$ cat src/rtl/core/assert_macros.svh
// Assertion helpers shared by the RTL
`ifndef ASSERT_MACROS_SVH
`define ASSERT_MACROS_SVH

// Implication checked on every rising clock edge outside reset
`define ASSERT_IMPL(label, clk, rst, ante, cons) \
   label: assert property (@(posedge clk) disable iff (rst) (ante) |-> (cons)) \
      else $error("assertion failed");

// Next-cycle implication checked outside reset
`define ASSERT_NEXT(label, clk, rst, ante, cons) \
   label: assert property (@(posedge clk) disable iff (rst) (ante) |=> (cons)) \
      else $error("assertion failed");

`endif

$ cat src/rtl/core/tdpn_pkg.sv
package tdpn_pkg;

   localparam int MaxNodesDefault = 64;
   localparam int DataWidth = 32;
   localparam int IntegWidth = 48;
   localparam int CountWidth = 7;

   localparam logic [2:0] RegTopDensity    = 3'd0;
   localparam logic [2:0] RegPeakDensity   = 3'd1;
   localparam logic [2:0] RegBottomDensity = 3'd2;
   localparam logic [2:0] RegPeakHeight    = 3'd3;
   localparam logic [2:0] RegBottomHeight  = 3'd4;
   localparam logic [2:0] RegCellSpacing   = 3'd5;
   localparam logic [2:0] RegNodeCount     = 3'd6;

   localparam logic [31:0] TopDensityReset    = 32'd5243;
   localparam logic [31:0] PeakDensityReset   = 32'd196608;
   localparam logic [31:0] BottomDensityReset = 32'd11796;
   localparam logic [31:0] PeakHeightReset    = 32'd32768;
   localparam logic [31:0] BottomHeightReset  = 32'd6554;
   localparam logic [31:0] CellSpacingReset   = 32'd4096;
   localparam logic [6:0]  NodeCountReset     = 7'd17;

   // Simpson divisor 3 * 65536
   localparam logic [63:0] SimpsonDivisor = 64'd196608;

   // request to the shared multiply-divide unit
   typedef struct packed {
      logic        start;
      logic [63:0] mul_a;
      logic [63:0] mul_b;
      logic [63:0] divisor;
   } mdu_req_type;

   typedef struct packed {
      logic        done;
      logic [63:0] quotient;
   } mdu_rsp_type;

endpackage

$ cat src/rtl/core/tdpn_muldiv.sv
// floor(a*b/c), low 64 quotient bits, 0 when c is 0.
// Multiply by 16-bit partial products, then one quotient bit per cycle.
module tdpn_muldiv (
   input  logic                  clock,
   input  logic                  reset,
   input  tdpn_pkg::mdu_req_type req,
   output tdpn_pkg::mdu_rsp_type rsp
);

   typedef enum logic [3:0] {
      MD_IDLE = 4'b0001,
      MD_MUL  = 4'b0010,
      MD_DIV  = 4'b0100,
      MD_DONE = 4'b1000
   } md_state_type;

   md_state_type state_ff, state_in;
   logic [63:0]  a_ff, a_in, b_ff, b_in, c_ff, c_in;
   logic [127:0] prod_ff, prod_in;
   logic [63:0]  rem_ff, rem_in, q_ff, q_in;
   logic [6:0]   cnt_ff, cnt_in;
   logic [31:0]  pp;
   logic [64:0]  rem_sh;
   logic [15:0]  a_part, b_part;

   always_comb begin
      a_part = a_ff[cnt_ff[3:2]*16 +: 16];
      b_part = b_ff[cnt_ff[1:0]*16 +: 16];
      pp = a_part * b_part;
      rem_sh = {rem_ff, prod_ff[7'd127 - cnt_ff]};
   end

   always_comb begin
      state_in = state_ff;
      a_in = a_ff;
      b_in = b_ff;
      c_in = c_ff;
      prod_in = prod_ff;
      rem_in = rem_ff;
      q_in = q_ff;
      cnt_in = cnt_ff;
      unique case (state_ff)
         MD_IDLE: begin
            if (req.start) begin
               a_in = req.mul_a;
               b_in = req.mul_b;
               c_in = req.divisor;
               prod_in = '0;
               rem_in = '0;
               q_in = '0;
               cnt_in = '0;
               state_in = MD_MUL;
            end
         end
         MD_MUL: begin
            prod_in = prod_ff + ({96'd0, pp} << ({1'b0, cnt_ff[3:2], 4'd0}
                                                + {1'b0, cnt_ff[1:0], 4'd0}));
            cnt_in = cnt_ff + 7'd1;
            if (cnt_ff == 7'd15) begin
               cnt_in = '0;
               state_in = (c_ff == '0) ? MD_DONE : MD_DIV;
            end
         end
         MD_DIV: begin
            q_in = {q_ff[62:0], 1'b0};
            if (rem_sh >= {1'b0, c_ff}) begin
               rem_in = 64'(rem_sh - {1'b0, c_ff});
               q_in[0] = 1'b1;
            end else begin
               rem_in = rem_sh[63:0];
            end
            cnt_in = cnt_ff + 7'd1;
            if (cnt_ff == 7'd127) state_in = MD_DONE;
         end
         MD_DONE: state_in = MD_IDLE;
         default: state_in = MD_IDLE;
      endcase
   end

   always_ff @(posedge clock) begin
      if (reset) begin
         state_ff <= MD_IDLE;
         cnt_ff <= '0;
      end else begin
         state_ff <= state_in;
         cnt_ff <= cnt_in;
      end
      a_ff <= a_in;
      b_ff <= b_in;
      c_ff <= c_in;
      prod_ff <= prod_in;
      rem_ff <= rem_in;
      q_ff <= q_in;
   end

   assign rsp.done = (state_ff == MD_DONE);
   assign rsp.quotient = q_ff;

endmodule

$ cat config.mk
export PLATFORM = sky130hd
export DESIGN_NAME = tdpn_muldiv
export DESIGN_NICKNAME = d
export VERILOG_FILES = /design/src/rtl/core/assert_macros.svh /design/src/rtl/core/tdpn_pkg.sv /design/src/rtl/core/tdpn_muldiv.sv
export SDC_FILE = /design/constraint.sdc
export NUM_CORES = 2
export LEC_CHECK = 0
export BUFFER_PORTS_ARGS = -buffer_cell sky130_fd_sc_hd__buf_2
export CAP_MARGIN = 25
export CORE_UTILIZATION = 30
export CTS_BUF_LIST = sky130_fd_sc_hd__clkbuf_2 sky130_fd_sc_hd__clkbuf_4 sky130_fd_sc_hd__clkbuf_8
export CTS_CLUSTER_DIAMETER = 80
export DETAILED_ROUTE_END_ITERATION = 7
export PLACE_DENSITY = 0.52
export SYNTH_ARGS = -nofsm -noshare
export SYNTH_HDL_FRONTEND = slang
export SYNTH_SLANG_ARGS = --single-unit
$ cat constraint.sdc
create_clock -name clock -period 23.2 [get_ports clock]
set_input_delay 2.32 -clock clock [delete_from_list [all_inputs] [get_ports clock]]
set_output_delay 2.32 -clock clock [all_outputs]
set_load 0.01 [all_outputs]
==> out/qor.yml <==
status: "finished, final reports clean"
hold_viol_final: 0
io_buffer_count: 259
synth_edf_count: 448
core_area_mm2: 0.132
cts_buffer_depth: 3
die_w_um: 367
period_minus_slack_ns: 12.53
cp.buffers_inverters: 4
fin_crit_sh: 0.540
setup_viol: 0
ys_warn_count: 0
cts-root-buf: "clkbuf_8"
rsz0062_at_grt: "no"
grt_pass1_wl_um: 208000
wl_per_cell_um: 21.6
drtPass1Iterations: 6
initial_core_util: 0.303
clock_sinks: 459
area_delta_synth_final_pct: 12.3
nets: 5171
synth_common_cells: "nand2_1 (474), nor2_1 (467), edfxtp_1 (448)"
grt_max_degree: 114
critPathMaxStageDelay_ns: 0.86
finalWeightedCongestion: 0.940
tritoncts: "done"
final_area_mm2: 0.0449
finalSetupTns_ns: 0
dp_hpwl_um: 105000
worstMarginPinSlew_ns: 1.20
syn_inst: 4312
critical_path_class: "flop to flop"
crit_path_end_kind: "flop"
num_vias: 33607
grt_pass1_vias: 33198
synth.ff_latch_count: 459
cts-buffers-inserted: 92
relSlewSlack: 0.195
fin_skew_ns: 0.0719
cts_resized: 0
ys.flop_type: "edfxtp_1"
drcViolationCount: 0
yosysSeqAreaShare: 0.342
slew_violations: 0
drt_wl_total_um: 136000
drive_gt1_frac: 0.122
viasPerCell: 5.32
die_y_um: 367
synth.area.top_cells: "edfxtp_1 (34%), fa_1 (9.9%), ha_1 (9.3%)"
dieArea_mm2: 0.135
clk_latency_ns: 0.83
grtUsageTotal: 0.200
slowest_stage: "dfxtp_4"
path_max_fanout: 33
cts_setup_buffers: 0
syn_nets: 5001
place_area_mm2: 0.0430
synth_top_area_share: 0.336
avgSynthCellArea_um2: 9.28
hold_path.class: "flop to flop"
rows: 133
dr.first_iter.drc_count: 2843
maxCapViolCount: 0
grt_overflow: 0
yosysUniqueCellTypes: 74
required_ns: 23.88
cp_top_family: "adder cells"
clk_pin_slew_ns: 0.06
pin_count: 260
synth-async-reset-ratio: 0
cp_data_arrival_time_ns: 13.21
fmax_mhz: 79.8
netlist_area_mm2: 0.0400
synth_top_area_cell: "edfxtp_1"
cts_hold_buf: 0
post-synth-top-count-cell: "nand2_1"
antenna_found_initial: 19
htreeDepth: 3
ant_nets: 0
start_kind: "flop"
flip-flops by register name (all words and copies together) (netlist names):
| register | flops |
|---|---|
| rem_ff | 64 |
| cnt_ff | 7 |
| q_ff | 64 |
| c_ff | 64 |
| a_ff | 64 |
| prod_ff | 128 |
| b_ff | 64 |
| state_ff | 4 |
through the flow:
step	std cells	utilization	hold slack [ns]	worst slack (ns)
after floorplan	4312	-	0.541	11.95
after global routing	6317	0.341	0.488	9.78
final	6317	0.341	0.474	10.67
after CTS	6310	0.340	0.465	10.78
after detailed placement	6141	0.326	0.534	10.85
after global placement	6139	0.326	0.524	10.93
layout make-up:
cell class | count | area [um2]
Antenna cell | 5 | 12.5
Clock buffer | 112 | 1420
Clock inverter | 57 | 500
Fill cell | 13686 | 87000
Inverter | 393 | 1480
Multi-Input combinational cell | 3247 | 24100
Sequential cell | 459 | 13700
Tap cell | 1755 | 2200
Timing Repair Buffer | 289 | 1540
metal layers:
| layer | vias up | routed length [um] | track usage |
|---|---|---|---|
| li1 | 15575 | - | - |
| met5 | - | 68 | 0 |
| met2 | 1231 | 59500 | 0.305 |
| met1 | 16555 | 62700 | 0.283 |
| met4 | 10 | 4370 | 0.0635 |
| met3 | 236 | 9570 | 0.0385 |
cells by family (layout without fill, tap and decap cells):
group	after synthesis	after routing	synth area share
adder cells (fa/ha/maj)	494	494	0.191
other	0	5	0
multiplexers	98	98	0.0444
AO/OA/AOI/OAI	1018	1018	0.156
flip-flops	459	459	0.342
XOR/XNOR	207	207	0.0453
buffers and inverters	606	851	0.0572
AND/OR/NAND/NOR	1430	1430	0.164
cell usage in the layout, fill, tap and decap left out, drive strengths merged, types with 17 or more instances in the layout:
| cell type | instances |
|---|---|
| nand3 | 46 |
| and2 | 126 |
| nand2b | 25 |
| a31oi | 28 |
| clkinv | 42 |
| o31ai | 21 |
| o21bai | 59 |
| mux4 | 62 |
| inv | 398 |
| clkbuf | 112 |
| o211ai | 17 |
| o21ai | 202 |
| xnor2 | 122 |
| a21boi | 17 |
| nand2 | 475 |
| buf | 289 |
| nor3 | 44 |
| a21oi | 367 |
| nor2b | 31 |
| edfxtp | 448 |
| and3 | 18 |
| mux2i | 20 |
| ha | 297 |
| o21a | 40 |
| nand4 | 97 |
| a211oi | 34 |
| nor4 | 33 |
| a21o | 117 |
| nor2 | 467 |
| o22ai | 41 |
| fa | 197 |
| or3 | 17 |
| xor2 | 85 |
path summary, 6_finish.rpt:
kind	from	endpoint	slack (ns)	depth (start not counted)
worst max-delay path	cnt_ff[1]$_SDFFE_PP0P_	prod_ff[118]$_SDFFCE_PN0P_	10.67	35
worst min register to register	q_ff[58]$_SDFFCE_PN0P_	q_ff[59]$_SDFFCE_PN0P_	0.47	1
worst min-delay path	q_ff[58]$_SDFFCE_PN0P_	q_ff[59]$_SDFFCE_PN0P_	0.47	1
worst max register to register	cnt_ff[1]$_SDFFE_PP0P_	prod_ff[118]$_SDFFCE_PN0P_	10.67	35
Power is left out: the tool's default activity adds up to more than one toggle a clock period on the data nets, which glitch-free logic cannot reach.
